$ cat config.mk
export PLATFORM = sky130hd
export DESIGN_NAME = serial_port_shift_unit_top_flat
export DESIGN_NICKNAME = d
export VERILOG_FILES = /design/src/rtl/sps_pkg.sv /design/src/rtl/sps_if.sv /design/src/rtl/sps_core.sv /design/src/rtl/serial_port_shift_unit_top.sv /design/src/flat_wrapper.sv
export SDC_FILE = /design/constraint.sdc
export NUM_CORES = 1
export LEC_CHECK = 0
export ABC_AREA = 1
export BUFFER_PORTS_ARGS = -buffer_cell sky130_fd_sc_hd__buf_2
export CAP_MARGIN = 5
export CORE_MARGIN = 5
export CORE_UTILIZATION = 55
export CTS_CLUSTER_DIAMETER = 40
export DETAILED_ROUTE_END_ITERATION = 8
export GPL_ROUTABILITY_DRIVEN = 0
export HOLD_SLACK_MARGIN = 0.15
export PLACE_DENSITY = 0.77
export SLEW_MARGIN = 20
export SYNTH_ARGS = -nofsm -noshare
export SYNTH_HDL_FRONTEND = slang
export SYNTH_SLANG_ARGS = --single-unit
$ cat constraint.sdc
create_clock -name clock -period 2.01 [get_ports clock]
set_input_delay 0.402 -clock clock [delete_from_list [all_inputs] [get_ports clock]]
set_output_delay 0.402 -clock clock [all_outputs]
set_load 0.05 [all_outputs]
$ cat src/rtl/sps_pkg.sv
// Package for the serial port shift unit: field widths, access kinds, bus addresses,
// countdown reload values and the item types shared by the modules.
// Depends on nothing.
package sps_pkg;

   // Field widths.
   localparam int KIND_W = 2;
   localparam int ADDR_W = 16;
   localparam int DATA_W = 8;
   localparam int TICK_W = 10;
   localparam int BITS_W = 4;

   // Access kinds carried in the kind field.
   localparam logic [KIND_W-1:0] KIND_TICK  = 2'd0;
   localparam logic [KIND_W-1:0] KIND_WRITE = 2'd1;
   localparam logic [KIND_W-1:0] KIND_READ  = 2'd2;

   // Register addresses on the bus.
   localparam logic [ADDR_W-1:0] DATA_ADDR = 16'hFF01;
   localparam logic [ADDR_W-1:0] CTRL_ADDR = 16'hFF02;

   // Countdown lengths for one bit, reduced to the countdown width.
   localparam int NORMAL_TICKS = 512;
   localparam int FAST_TICKS   = 16;
   localparam logic [TICK_W-1:0] NORMAL_RELOAD = TICK_W'(NORMAL_TICKS % (1 << TICK_W));
   localparam logic [TICK_W-1:0] FAST_RELOAD   = TICK_W'(FAST_TICKS % (1 << TICK_W));

   // Bits shifted in one transfer.
   localparam logic [BITS_W-1:0] XFER_BITS = 4'd8;

   // Control register bit positions.
   localparam int CTRL_SOURCE_BIT = 0;
   localparam int CTRL_SPEED_BIT  = 1;
   localparam int CTRL_START_BIT  = 7;

   // One input item.
   typedef struct packed {
      logic [KIND_W-1:0] kind;
      logic [ADDR_W-1:0] address;
      logic [DATA_W-1:0] write_data;
   } sps_req_type;

   // One result item.
   typedef struct packed {
      logic [DATA_W-1:0] read_data;
      logic              irq_request;
   } sps_rsp_type;

endpackage

$ cat src/rtl/sps_if.sv
// Valid/ready channel interfaces for the request and response items.
// Depends on sps_pkg.
interface sps_req_if;
   import sps_pkg::*;

   logic              valid;
   logic              ready;
   logic [KIND_W-1:0] kind;
   logic [ADDR_W-1:0] address;
   logic [DATA_W-1:0] write_data;

   modport source (output valid, output kind, output address, output write_data,
                   input ready);
   modport sink (input valid, input kind, input address, input write_data,
                 output ready);
endinterface

interface sps_rsp_if;
   import sps_pkg::*;

   logic              valid;
   logic              ready;
   logic [DATA_W-1:0] read_data;
   logic              irq_request;

   modport source (output valid, output read_data, output irq_request, input ready);
   modport sink (input valid, input read_data, input irq_request, output ready);
endinterface

$ cat src/rtl/sps_core.sv
// Register state of the serial port and the single-pass logic that applies one item.
// Depends on sps_pkg.
module sps_core (
   input  logic                clock,
   input  logic                reset,
   input  logic                enable,
   input  sps_pkg::sps_req_type item,
   output sps_pkg::sps_rsp_type result
);
   import sps_pkg::*;

   logic [DATA_W-1:0] shift_byte_ff, shift_byte_in;
   logic [BITS_W-1:0] bits_left_ff, bits_left_in;
   logic              busy_ff, busy_in;
   logic [TICK_W-1:0] tick_countdown_ff, tick_countdown_in;
   logic              fast_speed_ff, fast_speed_in;
   logic              internal_source_ff, internal_source_in;

   logic [TICK_W-1:0] count_dec;
   logic [BITS_W-1:0] bits_dec;
   logic              start_write;

   assign count_dec   = tick_countdown_ff - 1'b1;
   assign bits_dec    = bits_left_ff - 1'b1;
   assign start_write = item.write_data[CTRL_SOURCE_BIT] & item.write_data[CTRL_START_BIT];

   // Next state and result for the item in the input register.
   always_comb begin
      shift_byte_in      = shift_byte_ff;
      bits_left_in       = bits_left_ff;
      busy_in            = busy_ff;
      tick_countdown_in  = tick_countdown_ff;
      fast_speed_in      = fast_speed_ff;
      internal_source_in = internal_source_ff;
      result             = '0;
      if (enable) begin
         case (item.kind)
            KIND_TICK: begin
               // A tick counts down only during a transfer; expiry shifts in a one.
               if (busy_ff && (tick_countdown_ff != '0)) begin
                  tick_countdown_in = count_dec;
                  if (count_dec == '0) begin
                     shift_byte_in = {shift_byte_ff[DATA_W-2:0], 1'b1};
                     bits_left_in  = bits_dec;
                     if (bits_dec == '0) begin
                        busy_in            = 1'b0;
                        result.irq_request = 1'b1;
                     end else begin
                        tick_countdown_in = fast_speed_ff ? FAST_RELOAD : NORMAL_RELOAD;
                     end
                  end
               end
            end
            KIND_WRITE: begin
               if (item.address == DATA_ADDR) begin
                  shift_byte_in = item.write_data;
               end else if ((item.address == CTRL_ADDR) && start_write) begin
                  // A start with the internal clock (re)loads the transfer.
                  bits_left_in       = XFER_BITS;
                  busy_in            = 1'b1;
                  fast_speed_in      = item.write_data[CTRL_SPEED_BIT];
                  internal_source_in = 1'b1;
                  tick_countdown_in  = item.write_data[CTRL_SPEED_BIT] ? FAST_RELOAD
                                                                       : NORMAL_RELOAD;
               end
            end
            KIND_READ: begin
               if (item.address == DATA_ADDR) begin
                  result.read_data = shift_byte_ff;
               end else if (item.address == CTRL_ADDR) begin
                  result.read_data[CTRL_START_BIT]  = busy_ff;
                  result.read_data[CTRL_SPEED_BIT]  = fast_speed_ff;
                  result.read_data[CTRL_SOURCE_BIT] = internal_source_ff;
               end
            end
            default: begin
               // The unused kind leaves the state alone and returns zeros.
               result = '0;
            end
         endcase
      end
   end

   // Port state registers.
   always_ff @(posedge clock) begin
      if (reset) begin
         shift_byte_ff      <= '0;
         bits_left_ff       <= '0;
         busy_ff            <= 1'b0;
         tick_countdown_ff  <= '0;
         fast_speed_ff      <= 1'b0;
         internal_source_ff <= 1'b0;
      end else begin
         shift_byte_ff      <= shift_byte_in;
         bits_left_ff       <= bits_left_in;
         busy_ff            <= busy_in;
         tick_countdown_ff  <= tick_countdown_in;
         fast_speed_ff      <= fast_speed_in;
         internal_source_ff <= internal_source_in;
      end
   end

endmodule

$ cat src/rtl/serial_port_shift_unit_top.sv
// An accepted item waits in the input register, then moves to the result register when that
// register is free or being taken, and is held there until the consumer takes it.
// Throughput: one item per cycle when not stalled; each item's state update is one sps_core pass.
// While a result waits, the input register still takes one more item, then the input stalls.
// Reset (synchronous, active high) clears both valid flags and the port state to idle.
// Depends on sps_pkg, sps_if and sps_core.
module serial_port_shift_unit_top (
   input  logic clock,
   input  logic reset,
   sps_req_if.sink   req_bus,
   sps_rsp_if.source rsp_bus
);
   import sps_pkg::*;

   logic        in_valid_ff, in_valid_in;
   sps_req_type in_item_ff, in_item_in;
   logic        out_valid_ff, out_valid_in;
   sps_rsp_type out_rsp_ff, out_rsp_in;

   logic        advance;
   logic        req_fire;
   sps_rsp_type core_rsp;

   // The input register moves forward when the result register is free or being taken.
   assign advance       = !out_valid_ff || rsp_bus.ready;
   assign req_bus.ready = !in_valid_ff || advance;
   assign req_fire      = req_bus.valid && req_bus.ready;

   sps_core u_core (
      .clock  (clock),
      .reset  (reset),
      .enable (in_valid_ff && advance),
      .item   (in_item_ff),
      .result (core_rsp)
   );

   // Next values of the two stage registers.
   always_comb begin
      in_valid_in  = in_valid_ff;
      in_item_in   = in_item_ff;
      out_valid_in = out_valid_ff;
      out_rsp_in   = out_rsp_ff;
      if (advance) begin
         out_valid_in = in_valid_ff;
         out_rsp_in   = core_rsp;
         in_valid_in  = 1'b0;
      end
      if (req_fire) begin
         in_valid_in           = 1'b1;
         in_item_in.kind       = req_bus.kind;
         in_item_in.address    = req_bus.address;
         in_item_in.write_data = req_bus.write_data;
      end
   end

   // Valid flags.
   always_ff @(posedge clock) begin
      if (reset) begin
         in_valid_ff  <= 1'b0;
         out_valid_ff <= 1'b0;
      end else begin
         in_valid_ff  <= in_valid_in;
         out_valid_ff <= out_valid_in;
      end
   end

   // Payload registers.
   always_ff @(posedge clock) begin
      in_item_ff <= in_item_in;
      out_rsp_ff <= out_rsp_in;
   end

   assign rsp_bus.valid       = out_valid_ff;
   assign rsp_bus.read_data   = out_rsp_ff.read_data;
   assign rsp_bus.irq_request = out_rsp_ff.irq_request;

endmodule

$ cat src/flat_wrapper.sv
// flat-port wrapper written by rule: the top's interface ports become plain ports
module serial_port_shift_unit_top_flat import sps_pkg::*;
  (clock, reset, req_bus_valid, req_bus_kind, req_bus_address, req_bus_write_data, req_bus_ready, rsp_bus_valid, rsp_bus_read_data, rsp_bus_irq_request, rsp_bus_ready);
  sps_req_if req_bus_i ();
  sps_rsp_if rsp_bus_i ();
  input  logic clock;
  input  logic reset;
  input wire logic [$bits(req_bus_i.valid)-1:0] req_bus_valid;
  input wire logic [$bits(req_bus_i.kind)-1:0] req_bus_kind;
  input wire logic [$bits(req_bus_i.address)-1:0] req_bus_address;
  input wire logic [$bits(req_bus_i.write_data)-1:0] req_bus_write_data;
  output wire logic [$bits(req_bus_i.ready)-1:0] req_bus_ready;
  output wire logic [$bits(rsp_bus_i.valid)-1:0] rsp_bus_valid;
  output wire logic [$bits(rsp_bus_i.read_data)-1:0] rsp_bus_read_data;
  output wire logic [$bits(rsp_bus_i.irq_request)-1:0] rsp_bus_irq_request;
  input wire logic [$bits(rsp_bus_i.ready)-1:0] rsp_bus_ready;
  assign req_bus_i.valid = req_bus_valid;
  assign req_bus_i.kind = req_bus_kind;
  assign req_bus_i.address = req_bus_address;
  assign req_bus_i.write_data = req_bus_write_data;
  assign req_bus_ready = req_bus_i.ready;
  assign rsp_bus_valid = rsp_bus_i.valid;
  assign rsp_bus_read_data = rsp_bus_i.read_data;
  assign rsp_bus_irq_request = rsp_bus_i.irq_request;
  assign rsp_bus_i.ready = rsp_bus_ready;
  serial_port_shift_unit_top u_core (.clock(clock), .reset(reset), .req_bus(req_bus_i), .rsp_bus(rsp_bus_i));
endmodule
Word level (Yosys, flattened, before mapping):

Index checks and enable logic that the tools add are counted.

* bits in registers: 62
* input port bits: 30
* output and inout bits: 11
* logic and storage cells: 80

* add/sub/neg operators: 2
* eq/ne operators: 10
* muxes and demuxes: 30
* bitwise logic cells: 2
* reductions and logical operators: 22

Operators with widths (number)
* 10-bit 2-to-1 mux: 7
* 16-bit == test (second input constant): 2
* 8-bit 2-to-1 mux: 3
* 10-bit case mux with 2 select lines: 1
* 4-bit 2-to-1 mux: 4
* 8-bit case mux with 2 select lines: 1
* 2-bit inequality test (second input constant): 6
* 10-bit logical NOT: 1
* 1-bit 2-to-1 mux: 10
* 5-bit AND reduction: 2
* 10-bit nonzero test: 1
* 10-bit by 1-bit subtractor with 10-bit output (second input constant): 1
* 4-bit case mux with 2 select lines: 1
* 4-bit AND reduction: 2
* 7-bit AND reduction: 1
* 6-bit AND reduction: 1
* 1-bit logical AND: 4
* 4-bit logical NOT: 1
* 2-bit 2-to-1 mux: 2
* 2-bit nonzero test: 2
* 4-bit by 1-bit subtractor with 4-bit output (second input constant): 1
* 3-bit AND reduction: 1
* 2-bit by 1-bit == test with 1-bit output (second input constant): 1
* 2-bit == test (second input constant): 1
* 7 further kinds: 9

Longest topological paths before layout:

* word-level depth: 6
* depth in mapped cells: 15
* mapped depth without buffers: 15

Modules after synthesis:

A second synthesis with hierarchy kept.

* cells, all modules: 343
* area, all modules: 2986.6 um^2

Modules (own cells, without submodules)
* sps_core: times used 1, cells an instance 296, area an instance 1844.3 um^2, seq. area each 500.5 um^2
* serial_port_shift_unit_top: times used 1, cells an instance 47, area an instance 1142.3 um^2, seq. area each 1091.0 um^2

Worst setup path before layout:

OpenSTA, ideal clock, no wires.

* kind: register to register
* start point: register u_core.out_valid_ff, in the netlist u_core.rsp_bus.valid
* end point: register u_core.in_item_ff[0] in the netlist's numbering, enable pin
* arrival time: 1.720 ns
* required time: 1.642 ns
* setup slack: -0.078 ns
* cell stages (with the launch flop): 4
* buffers on the path: 0
* cells stage by stage: dfxtp_1 nand3_1 nand2_1 inv_1

* longest elaborated chain between the ends: 4

Ends and longest elaborated chain
* start, declared: RTL line serial_port_shift_unit_top.sv:17 `logic out_valid_ff, out_valid_in;`
* start signal, assigned: RTL line serial_port_shift_unit_top.sv:63 `out_valid_ff <= out_valid_in;`
* 1-bit logical NOT: RTL line serial_port_shift_unit_top.sv:25 `assign advance = !out_valid_ff || rsp_bus.ready;`
* 1-bit logical OR: RTL line serial_port_shift_unit_top.sv:25
* 1-bit logical OR: RTL line serial_port_shift_unit_top.sv:26 `assign req_bus.ready = !in_valid_ff || advance;`
* named net req_bus_ready: RTL line flat_wrapper.sv:12 `output wire logic [$bits(req_bus_i.ready)-1:0] req_bus_ready;`
* 1-bit logical AND: RTL line serial_port_shift_unit_top.sv:27 `assign req_fire = req_bus.valid && req_bus.ready;`
* end signal, assigned: RTL line serial_port_shift_unit_top.sv:69 `in_item_ff <= in_item_in;`
* end, declared: RTL line serial_port_shift_unit_top.sv:16 `sps_req_type in_item_ff, in_item_in;`

The timed path passes the listed nets, and every way through them passes these cells.
A chain may end at the register's enable or synchronous reset.

Final worst setup path:

* start point: register u_core.u_core.tick_countdown_ff[0]
* end point: register u_core.u_core.shift_byte_ff[3]

* longest elaborated chain between the ends: 4
* elaborated cells on any way between the ends: 7
* those cells by class: add/sub (1); eq/ne (2); reduce/logical (4)

Ends and longest elaborated chain
* start, declared: RTL line sps_core.sv:15 `logic [TICK_W-1:0] tick_countdown_ff, tick_countdown_in;`
* start signal, assigned: RTL line sps_core.sv:97 `tick_countdown_ff <= tick_countdown_in;`
* 10-bit by 1-bit subtractor with 10-bit output or 10-bit nonzero test (tied branches): RTL line sps_core.sv:23, sps_core.sv:40
* 10-bit logical NOT or 1-bit logical AND (tied branches): RTL line sps_core.sv:42, sps_core.sv:40
* 2-bit inequality test (no line)
* 5-bit AND reduction (no line) (*)
* end signal, assigned: RTL line sps_core.sv:94 `shift_byte_ff <= shift_byte_in;`
* end, declared: RTL line sps_core.sv:12 `logic [DATA_W-1:0] shift_byte_ff, shift_byte_in;`

Every way passes the cells marked *; elsewhere a longest branch is shown, timed or not.

==> summary.txt <==
Route
  • Via count: approximately 2300
  • Vias/cell: around 5
  • Drt wl/cell: roughly 12 µm
  • ANT nets after route: 0
  • Routed wire length: ~5.6 mm
  • DRT Pass-1 Iters: 4
  • Detailed Route Iter0 Violations: 185
  • DRC: 0

Setup path
  • Arrival time worst endpoint: about 2.1 ns
  • CP top delay family: simple AND/OR/NAND/NOR gates
  • Required @ worst endpoint: approximately 2.3 ns
  • CP Capture Type: register
  • Critical path, cell by cell: inv_1 > ha_4 > nand2_1 > nor2_2 > nand3_1 > nand2_1 > nand3_1 > inv_1 > nand3_2 > nand2_4 > nand3_4 > nor2_1 > nor2_1
  • Slowest cell on crit path: dfxtp_1
  • Bufs and invs on worst path: 2
  • CP Class: reg -> reg
  • Worst Path Max Fanout: 8
  • CP startpoint kind: register
  • CP peak stage delay: roughly 0.32 ns

Timing
  • Min Hold Slack: 0.236 ns
  • Slew @ Worst Pin: between 0.4 and 0.5 ns
  • Final setup vio count: 0
  • Hold Fails Final Rpt: 0
  • Fmax: 0.529 GHz
  • Relative slew slack: 0.720
  • Fin. max-slew vios: 0
  • Max Clock Skew: between 0.007 and 0.008 ns
  • Crit share post-route: 0.941
  • Setup ws final: 0.119 ns
  • Tmin final: between 1.5 and 2 ns

Run
  • Max-cap violations: 0

Clocking
  • Clk root buf: clkbuf_8
  • CTS buffer count: 9
  • Clk pin slew, worst setup/hold paths: ~0.070 ns
  • CTS tree: built
  • Total clock sinks: 62
  • Clk Latency, worst-skew pair: 0.34 ns
  • Clock Path Buffers: 2
  • Post-CTS Setup Bufs: 0
  • H-tree lvl count: 3
  • Hold_buf cts: 0

Pwr
  • Leakage power: 1.52 nW
  • Peak supply drop: about 0.64 mV
  • Cell Pwr Density: between 800 and 900 nW/µm²

Die
  • Io pins: a little over 40
  • Cell Rows: 26
  • Die Area: about 6800 µm²
  • Core box area: between 5000 and 6000 µm²
  • Chip height: slightly above 80 µm
  • Starting Density: 0.563
  • Die width: 82.3 µm

Min path
  • Hold Path Class: in -> reg

Final layout
  • Ant diodes: 0
  • Multi-input gate area: approximately 1100 µm²
  • Reg area: 1590 µm²
  • Final nets: 420
  • Fillers: about 420
  • Synth-to-Final Area Change: 19.8%
  • Layout cell share with drive strength beyond 1: 0.241

Synth
  • FFs w/ async S/R, synth: 0
  • Synth warn: 0
  • Synth area leaders: edfxtp_1 37%, dfxtp_1 19%, nand2_1 9.7%
  • Post-Synth Simple-Gate Area: 0.276
  • Netlist Area Pre-Place: ~2900 µm²
  • Yosys top cell area share: 0.366
  • Top_reg_cell synth: edfxtp_1
  • Post-synthesis sequential area ratio: 0.554
  • Mapped Cells: 330
  • Yosys cell types: 29
  • Xor/xnor cell area share of the yosys netlist: 0.00914
  • Synth Area in Adders: 0.0218
  • Synth Area in Compound Gates: 0.0653
  • Syn nets: 365
  • Register bit total from synthesis: 62
  • Combinational family with the most area after synthesis: simple AND/OR/NAND/NOR gates
  • Post-synth EDFFs: 35
  • Post-synthesis mux area share: 0
  • Mean Syn Cell Area: ~8.7 µm²
  • Synth area leader: edfxtp_1

Global route
  • First-pass GRT wire length: 9.45 mm
  • Gr usage total: 0.187
  • Initial antenna violation count: 0
  • GR Overflow Total: 0
  • Number of global-route vias before repair: 2168
  • Largest net degree at the start of global routing: 16

Outcome
  • Status: finished clean

Place
  • DP Worst Slack: around 0.045 ns
  • DP HPWL: 3.92 mm
  • IO Port Bufs: 40
==> through the flow <==
stage / total power, mW / instances / setup TNS [ns] / area, µm² / util
after detailed placement: 1.77 / 443 / 0 / 3190 / 0.625
after global placement: 1.76 / 443 / 0 / 3190 / 0.625
after floorplan: 1.68 / 330 / -0.0144 / 2880 / -
after CTS: 2.84 / 459 / 0 / 3400 / 0.665
final: 2.85 / 460 / 0 / 3450 / 0.675
after global routing: 2.98 / 460 / -0.0180 / 3450 / 0.675
==> worst register-to-register path, delay by kind of cell (launching register included) <==
kind	cells	cell delay [ns]
flip-flops	1	0.32
buffers and inverters	2	0.22
adder cells (fa/ha/maj)	1	0.18
AND/OR/NAND/NOR	10	1.09
==> layout make-up <==
type                            instances  share of cell area
Timing Repair Buffer                   50              0.0799
Sequential cell                        62               0.462
Clock buffer                           11              0.0410
Multi-Input combinational cell        218               0.326
Clock inverter                          5              0.0167
Tap cell                               70              0.0254
Inverter                               44              0.0487
==> placed cells by master (no fill, tap or decap) <==
master,netlist,routed
a21oi_1,17,17
a21oi_2,1,1
buf_2,0,40
buf_4,1,10
bufinv_16,0,1
clkbuf_1,3,1
clkbuf_8,0,10
clkinv_1,1,1
clkinv_2,0,2
clkinv_4,0,1
dfxtp_1,27,26
dfxtp_2,0,1
edfxtp_1,35,35
ha_1,5,4
ha_4,0,1
inv_1,42,41
inv_2,1,1
inv_4,0,1
inv_6,0,1
nand2_1,74,74
nand2_2,7,7
nand2_4,2,2
nand3_1,18,16
nand3_2,2,4
nand3_4,1,2
nand3b_1,2,2
nand4_1,12,12
nor2_1,48,47
nor2_2,3,4
nor2_4,2,2
nor3_1,2,2
o21ai_0,14,12
o21ai_1,3,4
o21ai_2,1,2
xnor2_2,0,1
xor2_1,2,2
==> cell usage after synthesis (3+ instances only) <==
master,count
nand3_1,18
dfxtp_1,27
nand2_2,7
nand4_1,12
a21oi_1,17
o21ai_1,3
o21ai_0,14
nor2_2,3
inv_1,42
clkbuf_1,3
edfxtp_1,35
ha_1,5
nand2_1,74
nor2_1,48
==> state kept, by name, indices dropped and copies added (netlist names) <==
register                          cells
u_core.rsp_bus.irq_request            1
u_core.u_core.busy_ff                 1
u_core.u_core.internal_source_ff      1
u_core.in_item_ff                    26
u_core.rsp_bus.read_data              8
u_core.rsp_bus.valid                  1
u_core.u_core.fast_speed_ff           1
u_core.u_core.shift_byte_ff           8
u_core.u_core.tick_countdown_ff      10
u_core.in_valid_ff                    1
u_core.u_core.bits_left_ff            4
==> routing by layer <==
layer | vias up | share of wire | track usage
met5 | - | 0 | 0
met4 | 0 | 0.021 | 0.0914
met3 | 13 | 0.068 | 0.0586
met2 | 71 | 0.44 | 0.286
met1 | 1032 | 0.47 | 0.240
li1 | 1189 | - | -
==> cells by family after synthesis <==
family / Yosys count
compound gates: 36
xor+xnor: 3
fa+ha+maj: 5
buf+inv: 51
flops: 62
simple gates: 173
==> power by group <==
| group | switching (mW) | leakage (nW) | internal, mW | total [mW] |
|---|---|---|---|---|
| clock | 0.482 | 0.104 | 0.609 | 1.09 |
| combinational | 0.213 | 0.839 | 0.116 | 0.329 |
| sequential | 0.0287 | 0.581 | 1.40 | 1.43 |
==> timing repair <==
action | 4_1_cts | 5_1_grt
resized for setup | 1 | 11
gates cloned | 0 | 1
endpoints found under the setup margin | 1 | 18
==> worst paths after layout <==
path / startpoint / endpoint / slack (ns) / depth (start not counted)
worst min register to register: u_core.u_core.internal_source_ff$_SDFFE_PP0P_ / u_core.u_core.internal_source_ff$_SDFFE_PP0P_ / 0.46 / 2
worst max register to register: u_core.u_core.tick_countdown_ff[0]$_SDFFE_PP0P_ / u_core.u_core.shift_byte_ff[3]$_SDFFE_PP0P_ / 0.12 / 13
worst max-delay path: u_core.u_core.tick_countdown_ff[0]$_SDFFE_PP0P_ / u_core.u_core.shift_byte_ff[3]$_SDFFE_PP0P_ / 0.12 / 13
worst min-delay path: req_bus_address[15] / u_core.in_item_ff[23]$_DFFE_PP_ / 0.24 / 1
Note: power is estimated with default switching activity, not from simulation.
